===== src/rtl/bqgc_pkg.sv =====
`default_nettype none
// ---------------------------------------------------------------------------
// bqgc_pkg
// Types, bin edges and coefficient tables of the binned quadratic gain
// correction.
// ---------------------------------------------------------------------------
package bqgc_pkg;

    localparam int NUM_BINS = 14;
    localparam int IDX_W    = $clog2(NUM_BINS);
    localparam int SUM_W    = 55;

    // Register indexes of the configuration port.
    localparam logic [1:0] REG_RATIO_FLOOR    = 2'd0;
    localparam logic [1:0] REG_RATIO_CEILING  = 2'd1;
    localparam logic [1:0] REG_QUAD_THRESHOLD = 2'd2;

    localparam logic [15:0] RATIO_FLOOR_RST    = 16'd3277;
    localparam logic [15:0] RATIO_CEILING_RST  = 16'd20480;
    localparam logic [15:0] QUAD_THRESHOLD_RST = 16'd4915;

    // Position clamps in Q3.12 (0.02 and 2.49).
    localparam logic [15:0] POS_MIN = 16'd82;
    localparam logic [15:0] POS_MAX = 16'd10199;

    localparam logic [16:0] CORR_ONE = 17'd65536;
    localparam logic [16:0] CORR_MAX = 17'd131071;

    // Half an output LSB at the gap-sum scale of 2^49.
    localparam logic signed [SUM_W-1:0] ROUND_HALF = SUM_W'(64'h1_0000_0000);

    localparam logic [15:0] BIN_LO [NUM_BINS] = '{
        16'd82,   16'd1024, 16'd1884, 16'd3318, 16'd3727, 16'd4137, 16'd4751,
        16'd6390, 16'd6771, 16'd7373, 16'd8192, 16'd9011, 16'd9421, 16'd9830};
    localparam logic [15:0] BIN_HI [NUM_BINS] = '{
        16'd1024, 16'd1720, 16'd3154, 16'd3727, 16'd4137, 16'd4628, 16'd5898,
        16'd6771, 16'd7373, 16'd8192, 16'd9011, 16'd9421, 16'd9830, 16'd10240};

    // Coefficients scaled by 2^24.
    localparam logic signed [25:0] FLAT_Q24 [NUM_BINS] = '{
        26'sd16835265, 26'sd16838285, 26'sd16826205, 26'sd16818320,
        26'sd16786276, 26'sd16758879, 26'sd16710745, 26'sd16366443,
        26'sd16457123, 26'sd16502841, 26'sd16568038, 26'sd16604092,
        26'sd16626607, 26'sd16627379};
    localparam logic signed [25:0] K0_Q24 [NUM_BINS] = '{
        26'sd16913615, 26'sd16912776, 26'sd16906065, 26'sd16906736,
        26'sd16898347, 26'sd16913615, 26'sd16884087, 26'sd16408939,
        26'sd16498765, 26'sd16478498, 26'sd16535456, 26'sd16601777,
        26'sd16560287, 26'sd16543040};
    localparam logic signed [18:0] K1_Q24 [NUM_BINS] = '{
        -19'sd33480,  -19'sd41674,  -19'sd46600,  -19'sd64593,
        -19'sd83306,  -19'sd132379, -19'sd144874, -19'sd33292,
        19'sd5092,    19'sd128605,  19'sd151433,  19'sd141065,
        19'sd224452,  19'sd250054};
    localparam logic signed [18:0] K2_Q24 [NUM_BINS] = '{
        19'sd0,       19'sd0,       19'sd0,       19'sd0,
        19'sd0,       19'sd0,       19'sd0,       -19'sd29619,
        -19'sd54031,  -19'sd108586, -19'sd121945, -19'sd137741,
        -19'sd156625, -19'sd161088};

    typedef struct packed {
        logic signed [15:0] position;
        logic [15:0]        shape_ratio;
    } bqgc_in_t;

    typedef struct packed {
        logic [16:0]      correction;
        logic [IDX_W-1:0] bin_index;
        logic             in_gap;
    } bqgc_out_t;

    typedef struct packed {
        logic [15:0] ratio_floor;
        logic [15:0] ratio_ceiling;
        logic [15:0] quad_threshold;
    } bqgc_cfg_t;

    // Bin outcome carried down the pipeline; no_bin marks a position in no
    // bin and no gap.
    typedef struct packed {
        logic [IDX_W-1:0] bin_index;
        logic             in_gap;
        logic             no_bin;
    } bqgc_meta_t;

    typedef struct packed {
        bqgc_meta_t  meta;
        logic [15:0] ratio;
        logic        quad;
    } bqgc_loc_t;

    typedef struct packed {
        bqgc_meta_t              meta;
        logic signed [SUM_W-1:0] part_lin;
        logic signed [SUM_W-1:0] part_sq;
    } bqgc_sum_t;

endpackage
`default_nettype wire


===== src/rtl/bqgc_round.sv =====
`default_nettype none
// ---------------------------------------------------------------------------
// bqgc_round
// Last stage: final sum, half-up rounding to Q1.16 with clipping at zero and
// saturation, and the output register.
// ---------------------------------------------------------------------------
module bqgc_round (
    input  wire                  aclk,
    input  wire                  aresetn,
    input  wire                  in_valid,
    output logic                 in_ready,
    input  bqgc_pkg::bqgc_sum_t  in_data,
    output logic                 out_valid,
    input  wire                  out_ready,
    output bqgc_pkg::bqgc_out_t  out_data
);
    import bqgc_pkg::*;

    logic                  valid_reg;
    bqgc_out_t             data_reg;
    bqgc_out_t             data_next;
    logic signed [SUM_W:0] total;
    logic                  positive;

    // The total already holds the rounding offset, so the unrounded value is
    // above zero exactly when the total is above that offset.
    assign total    = {in_data.part_lin[SUM_W-1], in_data.part_lin}
                    + {in_data.part_sq[SUM_W-1], in_data.part_sq};
    assign positive = total > (SUM_W+1)'(ROUND_HALF);

    always_comb begin
        data_next.bin_index = in_data.meta.bin_index;
        data_next.in_gap    = in_data.meta.in_gap;
        if (in_data.meta.no_bin) begin
            data_next.correction = CORR_ONE;
        end else if (!positive) begin
            data_next.correction = '0;
        end else if (|total[SUM_W-1:50]) begin
            data_next.correction = CORR_MAX;
        end else begin
            data_next.correction = total[49:33];
        end
    end

    assign in_ready  = !valid_reg || out_ready;
    assign out_valid = valid_reg;
    assign out_data  = data_reg;

    always_ff @(posedge aclk) begin
        if (!aresetn) begin
            valid_reg <= 1'b0;
        end else if (in_ready) begin
            valid_reg <= in_valid;
        end
    end

    always_ff @(posedge aclk) begin
        if (in_valid && in_ready) begin
            data_reg <= data_next;
        end
    end

endmodule
`default_nettype wire


===== config.mk =====
export PLATFORM = sky130hd
export DESIGN_NAME = bqgc_round
export DESIGN_NICKNAME = d
export VERILOG_FILES = /design/src/rtl/bqgc_pkg.sv /design/src/rtl/bqgc_round.sv
export SDC_FILE = /design/constraint.sdc
export NUM_CORES = 1
export LEC_CHECK = 0
export ABC_AREA = 1
export BUFFER_PORTS_ARGS = -buffer_cell sky130_fd_sc_hd__clkbuf_2
export CAP_MARGIN = 20
export CORE_MARGIN = 2
export CORE_UTILIZATION = 55
export DETAILED_ROUTE_END_ITERATION = 6
export PLACE_DENSITY = 0.77
export SLEW_MARGIN = 20
export SYNTH_ARGS = -nofsm -noshare
export SYNTH_HDL_FRONTEND = slang
export SYNTH_SLANG_ARGS = --single-unit
export TNS_END_PERCENT = 50

===== constraint.sdc =====
create_clock -name aclk -period 6.5 [get_ports aclk]
set_input_delay 0.65 -clock aclk [delete_from_list [all_inputs] [get_ports aclk]]
set_output_delay 0.65 -clock aclk [all_outputs]
set_load 0.01 [all_outputs]

==> results.md <==
* Status: finished, final reports clean
* Placed Area at 0.00744 mm^2
* Global placement routability congestion at 1.02
* RR Startpoint: out_valid
* Highest clock rate at 289 MHz
* Register area at 681 um^2
* Row Count at 39
* Pleak at 4.91 nW
* Total power at 0.000928 W
* WHS at 566 ps
* Sw Pwr at 0.000456 W
* Critical Path RT at 6500 ps
* Layout area overhead at 14.6%
* Clock network fraction of total power at 13.8%
* TritonCTS clock tree: yes
* Largest net degree at the start of global routing at 23
* Synth unique cells at 33
* Utilization after layout at 65.4%
* Global route overflow at 0
* Peak supply drop at 0.0800 mV
* RSZ-0062 raised after global routing: no
* Final ANT Viol Nets at 0
* Final net count at 1,610
* Die extent in y at 113 um
* Number of diodes at 0
* Cell Area, Synth at 0.00657 mm^2
* Cts-stage hold buffer count at 0
* Core area at 0.0115 mm^2
* Area of the multi-input gates at 0.00479 mm^2
* Post_cts resized at 0
* Final Cell Area at 0.00753 mm^2
* Setup TNS at 0 ps
* Max FO, Critical Path at 16
* Synth Instances at 1,288
* Vias in the first global route at 7,165
* Switching Fraction at 49.2%
* CTS max path bufs at 2
* Num Clock Sinks at 23
* GRT Util Overall at 32.9%
* Crit path kind: primary input to flip-flop
* IO buf count at 143
* Setup Skew at 1.75 ps
* Pre-Repair DR Iteration Count at 5
* DR vias at 8,027
* CTS H-tree depth at 1
* Drt wl/cell at 13.4 um
* Crit path launch: in_data[0]
* Cts bufs inserted at 3
* Skew-Pair Late Insertion Delay at 250 ps
* # fillers at 1,217
* Comb pwr share at 66.5%
* Worst-margin pin slew at 662 ps
* Reg2reg setup slack at 5220 ps
* Syn nets at 1,464
* Internal at 0.000471 W
* MaxCap Viol Count at 0
* Io pins at 144
* Avg Cell Area, Syn at 5.10 um^2
* # setup viols final at 0
* Worst path arrival time at 3460 ps
* First-pass GRT wire length at 33,900 um
* Die area at 0.0128 mm^2
* Initial core utilization at 57.0%
* Setup repair bufs after CTS at 0
* Worst Setup EP: out_data[5]
* Fin. Hold Viols at 0
* Root Buffer: clkbuf_16
* Crit end category: flip-flop
* Antenna violations before repair at 0
* DR iter-0 viols at 661
* Slew headroom at 55.8%
* Register area share after synthesis at 10.4%
* Fin crit period at 3460 ps
* Fraction of layout cells with a size suffix above 1 at 15.8%
* Synthesis Warnings at 0
* P per Cell Area at 123 mW/mm^2
* Fin crit share at 53.2%
* DP HPWL at 19,100 um
* Yosys reg bits at 23
* # DRC at 0
* Reg2Reg Depth at 1
* Max Slew Vio Count at 0
* Type of the worst min-delay path: flip-flop to flip-flop
* Chip width at 113 um
* Startpoint types: primary input
* Routed wire length at 21,200 um
* Vias/cell at 5.09
* Sequential Power Share at 19.7%
* Critical R2R Capture: out_data[9]
* CTS clk-pin slew, worst paths at 60 ps
registers in the layout, summed over array words and instances (netlist names):
name and flops:
out_data 22, out_valid 1
per-layer routing:
metal	part of all wire (%)	wire, um	GRT usage, %
met5	0	0	0
met4	2.7	575	8.62
met3	8.3	1770	3.43
met2	43	9040	53.8
met1	46	9800	46.3
final cells by class:
class / count / area share (%)
multi-input combinational: 975 / 63.7
timing repair buffer: 143 / 9.51
inverter: 288 / 14.4
tap: 143 / 2.38
sequential: 23 / 9.04
clock buffer: 4 / 1.05
Yosys cell counts:
cell type	count	area, um^2
nor2_1	107	402
dfxtp_1	1	20.0
fa_1	1	20.0
nand4_4	1	21.3
nand3_2	11	110
inv_1	281	1050
inv_2	6	22.5
nand2_1	562	2110
and2_2	1	7.51
nand4_1	29	181
o21ai_0	5	25.0
and2_4	1	8.76
and2_1	4	25.0
ha_1	55	688
xnor2_1	4	35.0
nor3_1	4	20.0
o21bai_1	6	45.0
nand2_2	17	106
a21boi_0	2	15.0
nor2_2	37	231
nand4_2	1	12.5
clkinv_1	1	3.75
a21oi_1	48	240
buf_12	1	20.0
buf_2	1	5.00
a21o_1	2	15.0
and2_0	2	12.5
nand3b_1	5	37.5
nand3_1	54	270
a31oi_1	1	6.26
xor2_1	11	96.3
edfxtp_1	22	661
nor3_2	4	40.0
critical path: stages:
cell and delay [ps]:
clkbuf_2 80, ha_1 240, fa_1 440, nand3_1 130, nand3_2 140, nand2_1 90
nand2_1 100, nand2_1 150, nand3b_1 170, nand2_1 100, nand2_1 50, nor2_1 100
nand2_1 90, nor2_1 130, nand2_1 70, nor2_1 240, nand3_2 170, nand4_4 230
nor2_1 70
how the worst min path moves through the flow:
stage / from / slack, ps / depth (start not counted) / endpoint
floorplan: out_valid / 600 / 2 / out_valid
global placement: out_valid / 520 / 2 / out_valid
detailed placement: out_valid / 550 / 2 / out_valid
CTS: out_valid / 560 / 2 / out_valid
global route: in_data[115] / 570 / 1 / out_data[4]
finish: out_valid / 570 / 2 / out_valid
cells in the final DEF (no fill, tap or decap):
| master | instances |
|---|---|
| dfxtp_1 | 1 |
| o21bai_1 | 6 |
| nand2_2 | 17 |
| nor3_2 | 4 |
| xnor2_1 | 4 |
| nand4_4 | 1 |
| and2_4 | 1 |
| ha_1 | 55 |
| nand3b_1 | 5 |
| clkinv_1 | 1 |
| nor2_2 | 37 |
| a21boi_0 | 2 |
| nand3_1 | 54 |
| nand2_1 | 562 |
| xor2_1 | 11 |
| clkbuf_1 | 1 |
| nor3_1 | 4 |
| and2_1 | 4 |
| nor2_1 | 107 |
| a21o_1 | 2 |
| edfxtp_1 | 22 |
| a31oi_1 | 1 |
| clkbuf_2 | 143 |
| and2_2 | 1 |
| fa_1 | 1 |
| a21oi_1 | 47 |
| a21oi_4 | 1 |
| inv_2 | 6 |
| o21ai_0 | 5 |
| nand4_2 | 1 |
| nand3_2 | 11 |
| nand4_1 | 29 |
| and2_0 | 2 |
| inv_1 | 281 |
| clkbuf_16 | 3 |
logic make-up after synthesis:
logic type | count (synthesis) | synth area share [%]
XOR/XNOR | 15 | 2.00
adder cells (fa/ha/maj) | 56 | 10.8
AND/OR/NAND/NOR | 840 | 54.7
AO/OA/AOI/OAI | 64 | 5.28
buffers and inverters | 290 | 16.8
flip-flops | 23 | 10.4
stage by stage:
| step | cells | setup WS, ps |
|---|---|---|
| after global placement | 1572 | 2910 |
| after detailed placement | 1572 | 2820 |
| after global routing | 1576 | 2800 |
| final | 1576 | 3040 |
| after CTS | 1576 | 3080 |
| after floorplan | 1288 | 3470 |
power by group through the flow:
stage | sequential (W) | combinational, W | clock [W]
2_1_floorplan | 0.000193 | 0.000415 | 0
3_3_place_gp | 0.000186 | 0.000594 | 0
3_5_place_dp | 0.000186 | 0.000599 | 0
4_1_cts | 0.000183 | 0.000602 | 0.000131
5_1_grt | 0.000184 | 0.000691 | 0.000137
6_report | 0.000183 | 0.000617 | 0.000128
(Power assumes the default switching activity.)
