==> config.mk <==
export PLATFORM = sky130hd
export DESIGN_NAME = bqgc_locate
export DESIGN_NICKNAME = d
export VERILOG_FILES = /design/src/rtl/bqgc_pkg.sv /design/src/rtl/bqgc_locate.sv
export SDC_FILE = /design/constraint.sdc
export NUM_CORES = 1
export LEC_CHECK = 0
export BUFFER_PORTS_ARGS = -buffer_cell sky130_fd_sc_hd__buf_2
export CORE_ASPECT_RATIO = 0.75
export CORE_MARGIN = 3
export CORE_UTILIZATION = 54
export DETAILED_ROUTE_END_ITERATION = 10
export PLACE_DENSITY = 0.88
export REMOVE_ABC_BUFFERS = 1
export SETUP_SLACK_MARGIN = 0.3
export SYNTH_ARGS = -nofsm -noshare
export SYNTH_HDL_FRONTEND = slang
export SYNTH_SLANG_ARGS = --single-unit
==> constraint.sdc <==
create_clock -name aclk -period 8.6 [get_ports aclk]
set_input_delay 0.86 -clock aclk [delete_from_list [all_inputs] [get_ports aclk]]
set_output_delay 0.86 -clock aclk [all_outputs]
set_load 0.02 [all_outputs]
==> src/rtl/bqgc_pkg.sv <==
`default_nettype none
// ---------------------------------------------------------------------------
// bqgc_pkg
// Types, bin edges and coefficient tables of the binned quadratic gain
// correction.
// ---------------------------------------------------------------------------
package bqgc_pkg;

    localparam int NUM_BINS = 14;
    localparam int IDX_W    = $clog2(NUM_BINS);
    localparam int SUM_W    = 55;

    // Register indexes of the configuration port.
    localparam logic [1:0] REG_RATIO_FLOOR    = 2'd0;
    localparam logic [1:0] REG_RATIO_CEILING  = 2'd1;
    localparam logic [1:0] REG_QUAD_THRESHOLD = 2'd2;

    localparam logic [15:0] RATIO_FLOOR_RST    = 16'd3277;
    localparam logic [15:0] RATIO_CEILING_RST  = 16'd20480;
    localparam logic [15:0] QUAD_THRESHOLD_RST = 16'd4915;

    // Position clamps in Q3.12 (0.02 and 2.49).
    localparam logic [15:0] POS_MIN = 16'd82;
    localparam logic [15:0] POS_MAX = 16'd10199;

    localparam logic [16:0] CORR_ONE = 17'd65536;
    localparam logic [16:0] CORR_MAX = 17'd131071;

    // Half an output LSB at the gap-sum scale of 2^49.
    localparam logic signed [SUM_W-1:0] ROUND_HALF = SUM_W'(64'h1_0000_0000);

    localparam logic [15:0] BIN_LO [NUM_BINS] = '{
        16'd82,   16'd1024, 16'd1884, 16'd3318, 16'd3727, 16'd4137, 16'd4751,
        16'd6390, 16'd6771, 16'd7373, 16'd8192, 16'd9011, 16'd9421, 16'd9830};
    localparam logic [15:0] BIN_HI [NUM_BINS] = '{
        16'd1024, 16'd1720, 16'd3154, 16'd3727, 16'd4137, 16'd4628, 16'd5898,
        16'd6771, 16'd7373, 16'd8192, 16'd9011, 16'd9421, 16'd9830, 16'd10240};

    // Coefficients scaled by 2^24.
    localparam logic signed [25:0] FLAT_Q24 [NUM_BINS] = '{
        26'sd16835265, 26'sd16838285, 26'sd16826205, 26'sd16818320,
        26'sd16786276, 26'sd16758879, 26'sd16710745, 26'sd16366443,
        26'sd16457123, 26'sd16502841, 26'sd16568038, 26'sd16604092,
        26'sd16626607, 26'sd16627379};
    localparam logic signed [25:0] K0_Q24 [NUM_BINS] = '{
        26'sd16913615, 26'sd16912776, 26'sd16906065, 26'sd16906736,
        26'sd16898347, 26'sd16913615, 26'sd16884087, 26'sd16408939,
        26'sd16498765, 26'sd16478498, 26'sd16535456, 26'sd16601777,
        26'sd16560287, 26'sd16543040};
    localparam logic signed [18:0] K1_Q24 [NUM_BINS] = '{
        -19'sd33480,  -19'sd41674,  -19'sd46600,  -19'sd64593,
        -19'sd83306,  -19'sd132379, -19'sd144874, -19'sd33292,
        19'sd5092,    19'sd128605,  19'sd151433,  19'sd141065,
        19'sd224452,  19'sd250054};
    localparam logic signed [18:0] K2_Q24 [NUM_BINS] = '{
        19'sd0,       19'sd0,       19'sd0,       19'sd0,
        19'sd0,       19'sd0,       19'sd0,       -19'sd29619,
        -19'sd54031,  -19'sd108586, -19'sd121945, -19'sd137741,
        -19'sd156625, -19'sd161088};

    typedef struct packed {
        logic signed [15:0] position;
        logic [15:0]        shape_ratio;
    } bqgc_in_t;

    typedef struct packed {
        logic [16:0]      correction;
        logic [IDX_W-1:0] bin_index;
        logic             in_gap;
    } bqgc_out_t;

    typedef struct packed {
        logic [15:0] ratio_floor;
        logic [15:0] ratio_ceiling;
        logic [15:0] quad_threshold;
    } bqgc_cfg_t;

    // Bin outcome carried down the pipeline; no_bin marks a position in no
    // bin and no gap.
    typedef struct packed {
        logic [IDX_W-1:0] bin_index;
        logic             in_gap;
        logic             no_bin;
    } bqgc_meta_t;

    typedef struct packed {
        bqgc_meta_t  meta;
        logic [15:0] ratio;
        logic        quad;
    } bqgc_loc_t;

    typedef struct packed {
        bqgc_meta_t              meta;
        logic signed [SUM_W-1:0] part_lin;
        logic signed [SUM_W-1:0] part_sq;
    } bqgc_sum_t;

endpackage
`default_nettype wire

==> src/rtl/bqgc_locate.sv <==
`default_nettype none
// ---------------------------------------------------------------------------
// bqgc_locate
// First stage: clamps the shape ratio and the position magnitude and finds
// the bin or the gap that holds the position.
// ---------------------------------------------------------------------------
module bqgc_locate (
    input  wire                  aclk,
    input  wire                  aresetn,
    input  bqgc_pkg::bqgc_cfg_t  cfg,
    input  wire                  in_valid,
    output logic                 in_ready,
    input  bqgc_pkg::bqgc_in_t   in_data,
    output logic                 out_valid,
    input  wire                  out_ready,
    output bqgc_pkg::bqgc_loc_t  out_data
);
    import bqgc_pkg::*;

    logic      valid_reg;
    bqgc_loc_t data_reg;
    bqgc_loc_t data_next;

    always_comb begin
        logic [15:0] ratio_c;
        logic [15:0] mag;
        logic        found;
        logic        gap;
        logic [IDX_W-1:0] found_idx;
        logic [IDX_W-1:0] gap_idx;

        ratio_c = in_data.shape_ratio;
        if (ratio_c < cfg.ratio_floor) begin
            ratio_c = cfg.ratio_floor;
        end
        if (ratio_c > cfg.ratio_ceiling) begin
            ratio_c = cfg.ratio_ceiling;
        end

        // The most negative position negates to 0x8000, which is clamped below.
        mag = in_data.position[15] ? 16'(~in_data.position + 16'sd1)
                                   : 16'(in_data.position);
        if (mag < POS_MIN) begin
            mag = POS_MIN;
        end
        if (mag >= BIN_HI[NUM_BINS-1]) begin
            mag = POS_MAX;
        end

        found     = 1'b0;
        found_idx = '0;
        for (int i = 0; i < NUM_BINS; i++) begin
            if (mag >= BIN_LO[i] && mag < BIN_HI[i]) begin
                found     = 1'b1;
                found_idx = IDX_W'(i);
            end
        end

        gap     = 1'b0;
        gap_idx = '0;
        for (int i = 0; i < NUM_BINS - 1; i++) begin
            if (mag >= BIN_HI[i] && mag < BIN_LO[i+1]) begin
                gap     = 1'b1;
                gap_idx = IDX_W'(i);
            end
        end

        data_next.ratio          = ratio_c;
        data_next.quad           = (ratio_c >= cfg.quad_threshold);
        data_next.meta.bin_index = found ? found_idx : (gap ? gap_idx : '0);
        data_next.meta.in_gap    = !found && gap;
        data_next.meta.no_bin    = !found && !gap;
    end

    assign in_ready  = !valid_reg || out_ready;
    assign out_valid = valid_reg;
    assign out_data  = data_reg;

    always_ff @(posedge aclk) begin
        if (!aresetn) begin
            valid_reg <= 1'b0;
        end else if (in_ready) begin
            valid_reg <= in_valid;
        end
    end

    always_ff @(posedge aclk) begin
        if (in_valid && in_ready) begin
            data_reg <= data_next;
        end
    end

endmodule
`default_nettype wire

==> results.txt, run 1 <==
STA classifies the critical path startpoint as an input pin. Row generation in the floorplan step produced 25 rows. Counting I/O delays and the setup requirement, the final critical path takes 7193 ps. Most common cell after layout, fill and taps aside: sky130_fd_sc_hd__buf_2. The actual slew at the worst max-slew pin was 1072 ps; the highest ir drop seen on vdd was 0.05906 mV. In the synthesized netlist the dominant register cell turns out to be sky130_fd_sc_hd__edfxtp_1.

The synthesized area divided by synthesized cell count works out to 8.485 um2. The tools report the clock root buffer as sky130_fd_sc_hd__clkbuf_8. 109 I/O pins were placed. The share of the yosys chip area belonging to registers was 0.1925; the final number of setup-violating endpoints was 0.

After clock tree synthesis, the clock-pin slew on the worst setup and hold paths is 90 ps. The tools report the cell count after synthesis as 435. Critical path's slowest cell: sky130_fd_sc_hd__a211o_1. The tool flagged a number of max-cap violations equal to 0. The share of layout cells above drive strength 1 is 0.3013, and the post-place instance area is 0.004265 mm2. For this run, design rule violations remaining after detail routing come to 0. Setup repair after global routing left no endpoint under its margin.

The count of flip-flops with a built-in enable after synthesis came out at 23. Dominant cell type by area after synthesis: sky130_fd_sc_hd__edfxtp_1. The die span in y was 77.60 um; the die outline width was 101.5 um. The number of hold violations in the final report came out at 0.

Overall routing resource usage: 0.2470. Clock tree synthesis found a total of 24 sinks. The number of unique standard cell types used by synthesis is 70.

Before CTS, the worst setup slack after placement is 1109 ps. Before antenna repair, the detailed router went through 5 iterations. TritonCTS built the clock tree. The number of buffers inserted during clock tree synthesis is 3, and the share of flip-flops with an asynchronous set or reset after synthesis is 0. After synthesis, the largest family of logic cells by area is compound AO/OA/AOI/OAI gates.

The worst setup path is captured at a register. The flow ran to the end, and the final reports show no timing, DRC or antenna violations. The final period utilization was 0.8364; the global-route met2 utilization was 0.4406. Data on the critical path is required at its endpoint by 8610 ps.

After synthesis the cells add up to 0.003691 mm2. The analysis attributes to cell leakage a power of 2.096 nW. In this run the deepest clock path goes through 2 buffers.

In this run the remaining antenna-violating nets after routing total 0. Once the clock tree was built, the resizer swapped 0 gates to a different size. During synthesis, Yosys emitted a total of 0 warnings. The number of nets in the final layout is 664, and the post-CTS setup buffer count is 0. By area the synthesized netlist is led by sky130_fd_sc_hd__edfxtp_1 19%, sky130_fd_sc_hd__ha_1 16%, sky130_fd_sc_hd__mux2_2 10%, sky130_fd_sc_hd__inv_1 5.3%, sky130_fd_sc_hd__a21o_1 3.9%.

The clock latency reported for the late side of the worst-skew pair is 260 ps. The tools report the number of global-route vias before repair as 3618. The number of antenna diodes in the final layout is 0. The run gives 0.5700 as the initial cell density of the core.

The tools report the total wirelength of the detailed-routed design as 9952 um. The share of the synthesized area in compound gates (AO/OA/AOI/OAI) came out at 0.2268. By instance count, the cell type seen most on the critical path is sky130_fd_sc_hd__a21o_1. The count of state elements after synthesis is 24, and the core area is 0.006475 mm2. The count of hold buffers inserted by post-cts repair came out at 0.

The die covers 0.007874 mm2. Entering global routing, the biggest net connects 26 pins. Across all setup checks in the final design, the least slack found is 1407 ps. The final core utilization is 0.6698, and the headroom to the max-slew limit is 0.2854. The fraction of the mapped netlist area in adder cells was 0.1627; the sum of negative setup slack was 0 ps. The fraction of synthesized cell area in xor and xnor cells was 0.03797. In this design, the stage delay of the slowest critical-path cell is 580 ps.

For this block, the initial DRC count from the detailed router was 221. The worst hold path belongs to the class register to register. The basic-gate share of the synthesized area counting and, or, nand and nor cells is 0.1902, and the global route total overflow is 0. The tools report the met3 demand-to-capacity share in global routing as 0.02156. The library cells used most frequently in the layout, excluding fill and tap cells, are 108 x sky130_fd_sc_hd__buf_2, 52 x sky130_fd_sc_hd__inv_1, 48 x sky130_fd_sc_hd__ha_1. The worst setup path is of the input pin to register kind. The largest fanout of any net on the critical path came out at 17. The maximum frequency from static timing analysis was 0.1390 GHz.

The multiplexer share of the synthesized area was 0.1146. From synthesis to final layout, the design area changed by 17.49%. On the final layout, the worst clock skew is 2.010 ps.

The number of antenna violations at the first check in global routing is 0, and the overall via count from detail_route is 3784. The global routing stage identified its most utilized layer as met2. The wire-length estimate of the detail-placed layout is 8394 um. The arrival time reported for the critical path endpoint came out at 7210 ps. In the final routed layout, each cell accounts on average for 16.26 um. At the end of routability-driven placement, the weighted congestion stood at 0.9267. Top-area cell type share of the netlist area: 0.1871. The kind of cell with the highest combined delay on the critical path is compound AO/OA/AOI/OAI gates. For the met1 track utilization from global routing, the log shows 0.3171. Together, buffers and inverters on the worst path number 2.

The deepest level of the CTS H-tree was 1. The first global-routing pass estimated 16290 um of wire. In the routed layout, each cell is associated on average with a via count of 6.183. The total count of max-transition violations in the final report is 0. The quantity of I/O buffers inserted on ports works out to 108. After routing the design area is 0.004337 mm2.

For this design the ratio of total power to cell area is 122.0 mW/mm2.
[report_power, final]
| group | switching [mW] | total, mW | internal [mW] |
|---|---|---|---|
| Combinational | 0.157 | 0.278 | 0.121 |
| Sequential | 0.00394 | 0.152 | 0.148 |
| Clock | 0.0372 | 0.0994 | 0.0622 |
[cell usage after synthesis (7+ instances only)]
library cell	number
sky130_fd_sc_hd__clkbuf_1	11
sky130_fd_sc_hd__a21oi_1	16
sky130_fd_sc_hd__nor2_1	26
sky130_fd_sc_hd__a21o_1	19
sky130_fd_sc_hd__edfxtp_1	23
sky130_fd_sc_hd__xnor2_1	9
sky130_fd_sc_hd__nand3_1	7
sky130_fd_sc_hd__nand2b_1	7
sky130_fd_sc_hd__xor2_1	7
sky130_fd_sc_hd__nand2_1	14
sky130_fd_sc_hd__a31oi_1	8
sky130_fd_sc_hd__nand4_1	11
sky130_fd_sc_hd__nor3_1	13
sky130_fd_sc_hd__inv_1	52
sky130_fd_sc_hd__mux2_2	34
sky130_fd_sc_hd__o21a_1	7
sky130_fd_sc_hd__ha_1	48
sky130_fd_sc_hd__o21ai_0	15
[metrics by stage]
| stage | total power, mW | hold slack [ps] | std cells |
|---|---|---|---|
| 2_1_floorplan | 0.3396 | 749.6 | 418 |
| 3_3_place_gp | 0.4151 | 496.2 | 608 |
| 3_5_place_dp | 0.4289 | 536.1 | 608 |
| 4_1_cts | 0.5280 | 548.6 | 612 |
| 5_1_grt | 0.5673 | 588.5 | 612 |
| 6_report | 0.5290 | 553.5 | 612 |
[registers in the layout, summed over array words and instances, names as in the netlist]
register,cells
out_data,23
out_valid,1
[routing by layer]
metal  vias up  routed length [um]
met3        16                 861
met1      1756                4225
li1       1826                   -
met4         0                 141
met5         -                   0
met2       186                4723
[worst paths after layout]
kind | start | endpoint | slack [ps] | cells after the start
max reg2reg | out_valid | out_data[2] | 6950 | 2
min reg2reg | out_valid | out_valid | 550 | 2
min | out_valid | out_valid | 550 | 2
max | cfg[41] | out_data[0] | 1410 | 30
[logic make-up after synthesis]
kind of cell / count (synthesis)
simple gates: 122
compound gates: 116
buf+inv: 70
fa+ha+maj: 48
mux: 38
flops: 24
xor+xnor: 16
other cells: 1
[worst register-to-register path, stage by stage (launching register included)]
cell and delay, ps:
sky130_fd_sc_hd__dfxtp_1 320, sky130_fd_sc_hd__nand2b_1 100, sky130_fd_sc_hd__and2_1 850
[cell type report]
| type | instances | area, um2 |
|---|---|---|
| Clock inverter | 1 | 30.03 |
| Clock buffer | 3 | 41.29 |
| Inverter | 53 | 198.9 |
| Sequential cell | 24 | 710.7 |
| Tap cell | 81 | 101.3 |
| Fill cell | 531 | 2138 |
| Timing Repair Buffer | 109 | 548.0 |
| Multi-Input combinational cell | 341 | 2706 |
Power figures use the tool's default switching activity.
==> inputs of run 2 (changes only) <==
--- a/config.mk
+++ b/config.mk
@@ -5,6 +5,7 @@
 export SDC_FILE = /design/constraint.sdc
 export NUM_CORES = 1
 export LEC_CHECK = 0
+export ABC_AREA = 1
 export BUFFER_PORTS_ARGS = -buffer_cell sky130_fd_sc_hd__buf_2
 export CORE_ASPECT_RATIO = 0.75
 export CORE_MARGIN = 3
==> constraint.sdc (replaced) <==
create_clock -name aclk -period 7.5 [get_ports aclk]
set_input_delay 0.75 -clock aclk [delete_from_list [all_inputs] [get_ports aclk]]
set_output_delay 0.75 -clock aclk [all_outputs]
set_load 0.02 [all_outputs]
==> run 2 against run 1 <==
Net effect:
- area after synthesis grew 1.3%
- design area grew 1.2%
- synthesized cell count grew 29%
- largest power group unchanged
- highest routed layer unchanged
==> results.txt, run 2 <==
The run finished with clean final reports. The number of global-route vias before repair was 3639; the headroom to the max-slew limit was 0.4145. In the layout the commonest cells are 133 x sky130_fd_sc_hd__nand2_1, 108 x sky130_fd_sc_hd__buf_2, 93 x sky130_fd_sc_hd__inv_1. In the routed design, unresolved DRC markers number 0.

The netlist uses 46 different library cells. Summed over all nets, the switching power comes to 0.2692 mW. For this design, the CTS-stage hold fixing added 0 buffers. The power share of the clock group was 0.146; the placer's final routability congestion estimate was 0.9649. The post-CTS clock slew at the launch and capture registers of the worst setup and hold paths works out to 80 ps.

The tools report the number of antenna violations at the first check in global routing as 0. The launching point of the worst reg2reg path was out_valid. The logs give 16130 um for the first-pass GRT wire length and 109 for the top-level port count. The register with the most flip-flops in the layout has 23 of them. The cell with the most instances on the worst path is sky130_fd_sc_hd__o21a_1. The total die area was 0.007965 mm2. For this design the static power due to leakage is 2.355 nW.

Setup repair after global routing left no endpoint under its margin. Dividing total power by cell area gives a power density of 139.2 mW/mm2. For this block, the routed nets add up to 10030 um of wire. The clock passes through at most 2 buffers. The tools report the number of hold violations in the final report as 0. In this run the worst hold path is classified as register to register. The number of instances in the placed design is 743, and the number of buffers inserted during clock tree synthesis is 3. The deepest level of the CTS H-tree is 1, and the first-pass detailed-route iteration total is 5. The largest fanout of any net on the critical path was 32. Setup violations remaining at the end of the flow were counted as 0.

The synthesized area divided by synthesized cell count is 6.650 um2, and the count of state elements after synthesis is 24. Leaving out filler cells and counting taps, the final layout contains 747. The depth of the worst register-to-register path came out at 2. Leaving out fill and tap cells, the most frequent cell in the layout is sky130_fd_sc_hd__nand2_1. STA classifies the critical path endpoint as a register. For this run, the slowest stage of the critical path takes 530 ps. The tool flagged a number of max-cap violations equal to 0. For the final routed database, the setup TNS stands at 0 ps. Dividing the detail-routed wire length by the instance count gives 13.43 um.

IR analysis of the VDD net gives a maximum drop of 0.08332 mV. The critical path in this run is classified as input pin to register. The total of cells resized after clock tree synthesis was 0. The cell count after synthesis came out at 562. The cell depth of the worst min-delay path is 2. Initial cell density of the core: 0.5744.

The core region is 0.006506 mm2. Die span in y: 78.05 um. During placement, the flow inserted port buffers numbering 108. After global routing the overflow that remains totals 0. Shortest period the worst path allows: 6241 ps.

Summing internal, switching and leakage power gives 0.6106 mW. Top-area cell type share of the netlist area: 0.1848. The startpoint identified for the worst hold timing path is out_valid. Maximum frequency from static timing analysis: 0.1602 GHz. The final design instance area without fill is 0.004388 mm2, and the final period utilization is 0.8322. The count of flip-flops with a built-in enable after synthesis is 23, and the minimum setup slack among reg-to-reg paths is 6410 ps.

Fraction of power consumed by sequential logic: 0.292. The share of layout cells above drive strength 1 came out at 0.2613. After detailed routing, the number of vias per cell comes to 5.426. The worst hold path terminates at out_valid. The internal power consumption is 0.3415 mW. The largest total area in the synthesized netlist belongs to sky130_fd_sc_hd__edfxtp_1.

For the number of diodes, the log shows 0. From left edge to right edge, the die measures 102.1 um. In the final design database the tool counted 799 nets.

The final core utilization is 0.6744. The clock latency reported for the late side of the worst-skew pair was 270 ps. The overall routing resource usage was 0.2453.

The most used flip-flop cell after synthesis was sky130_fd_sc_hd__edfxtp_1. The tools report the clock root buffer as sky130_fd_sc_hd__clkbuf_8. The cell area after synthesis came out at 0.003737 mm2. Proportion of total power due to net switching: 0.4408. The commonest cells after synthesis are 133 x sky130_fd_sc_hd__nand2_1, 93 x sky130_fd_sc_hd__inv_1, 48 x sky130_fd_sc_hd__ha_1. Total count of max-transition violations in the final report: 0. TritonCTS built the clock tree. The post-CTS setup buffer count was 0. Most frequent cell after synthesis: sky130_fd_sc_hd__nand2_1.

Summing over every cut layer, the via total after detailed routing is 4053. For the pin with the worst max-slew slack, the measured transition is 876.2 ps. The tools report the end of the worst register-to-register path as out_data[15].

The setup skew after layout came out at 1.748 ps. Critical path's slowest cell: sky130_fd_sc_hd__nand2_1. For this run, the number of Yosys warnings is 0.

The logs give 0.1902 for the share of the yosys chip area belonging to registers and 33 for the largest net degree at the start of global routing. Share of flip-flops with an asynchronous set or reset after synthesis: 0. The initialized floorplan defines 25 standard-cell rows. Summed over all nets, the half-perimeter wirelength after detailed placement is 8580 um. Relative to the synthesized area, the layout overhead comes to 17.41%. The run gives 0.004333 mm2 as the post-place instance area.

The share of total power in combinational logic is 0.562. The tools report the nature of the critical path startpoint as an input pin. By area the synthesized netlist is led by sky130_fd_sc_hd__edfxtp_1 18%, sky130_fd_sc_hd__ha_1 16%, sky130_fd_sc_hd__nand2_1 13%, sky130_fd_sc_hd__inv_1 9.3%, sky130_fd_sc_hd__o21ai_0 5.0%.

Counting every sink on the clock net gives 24. The run gives 0 as the number of nets with antenna violations after routing. The initial DRC count is 327. The required time of the critical path was 7520 ps; the arrival time reported for the critical path endpoint was 6260 ps.
run 2: worst max path at each step:
stage,startpoint,to,cells after the start
after floorplan,cfg[33],out_data[0],33
after global placement,cfg[33],out_data[0],36
after detailed placement,cfg[33],out_data[0],34
after CTS,cfg[33],out_data[0],34
after global routing,cfg[33],out_data[0],34
final,cfg[33],out_data[0],34
run 2: cell type report:
| class | instances | area, um2 |
|---|---|---|
| multi-input cells | 425 | 2576 |
| well taps | 81 | 101.3 |
| inverters | 103 | 389.1 |
| repair buffers | 110 | 555.5 |
| flip-flops and latches | 24 | 710.7 |
| clock buffers | 4 | 55.05 |
| fillers | 585 | 2118 |
run 2: layer usage:
metal / share of wire / vias up / track usage / routed length, um
li1: - / 2065 / - / -
met1: 0.47 / 1806 / 0.3569 / 4722
met2: 0.44 / 172 / 0.3859 / 4424
met3: 0.079 / 10 / 0.03819 / 796
met4: 0.0087 / 0 / 0.04587 / 87
met5: 0 / - / 0 / 0
run 2: metrics by stage:
| stage | hold slack [ps] | setup slack [ps] |
|---|---|---|
| 5_1_grt | 562.5 | 762.2 |
| 3_5_place_dp | 518.0 | 1065 |
| 4_1_cts | 536.0 | 1352 |
| 6_report | 529.7 | 1259 |
| 2_1_floorplan | 729.5 | 1179 |
| 3_3_place_gp | 502.4 | 1391 |
run 2: worst max-delay path, delay by kind of cell:
family,cells,cell delay [ps]
and+or+nand+nor,9,1100
AOI/OAI and AO/OA,18,3060
buffers and inverters,4,450
adders and majority gates,3,880
run 2: cells by family (layout without fill, tap and decap cells):
kind of cell / after synthesis / in the layout / synth area share
compound gates: 99 / 99 / 0.1567
xor+xnor: 4 / 4 / 0.01641
fa+ha+maj: 48 / 48 / 0.1607
buf+inv: 113 / 217 / 0.1232
flops: 24 / 24 / 0.1902
other cells: 1 / 1 / 0.001003
simple gates: 273 / 273 / 0.3519
run 2: power by group through the flow:
stage                     logic (mW)  clock network [mW]  registers, mW
after floorplan                0.212                   0          0.204
after detailed placement       0.338                   0          0.181
final                          0.343              0.0890          0.178
after CTS                      0.340              0.0898          0.178
after global routing           0.387              0.0959          0.180
after global placement         0.324                   0          0.181
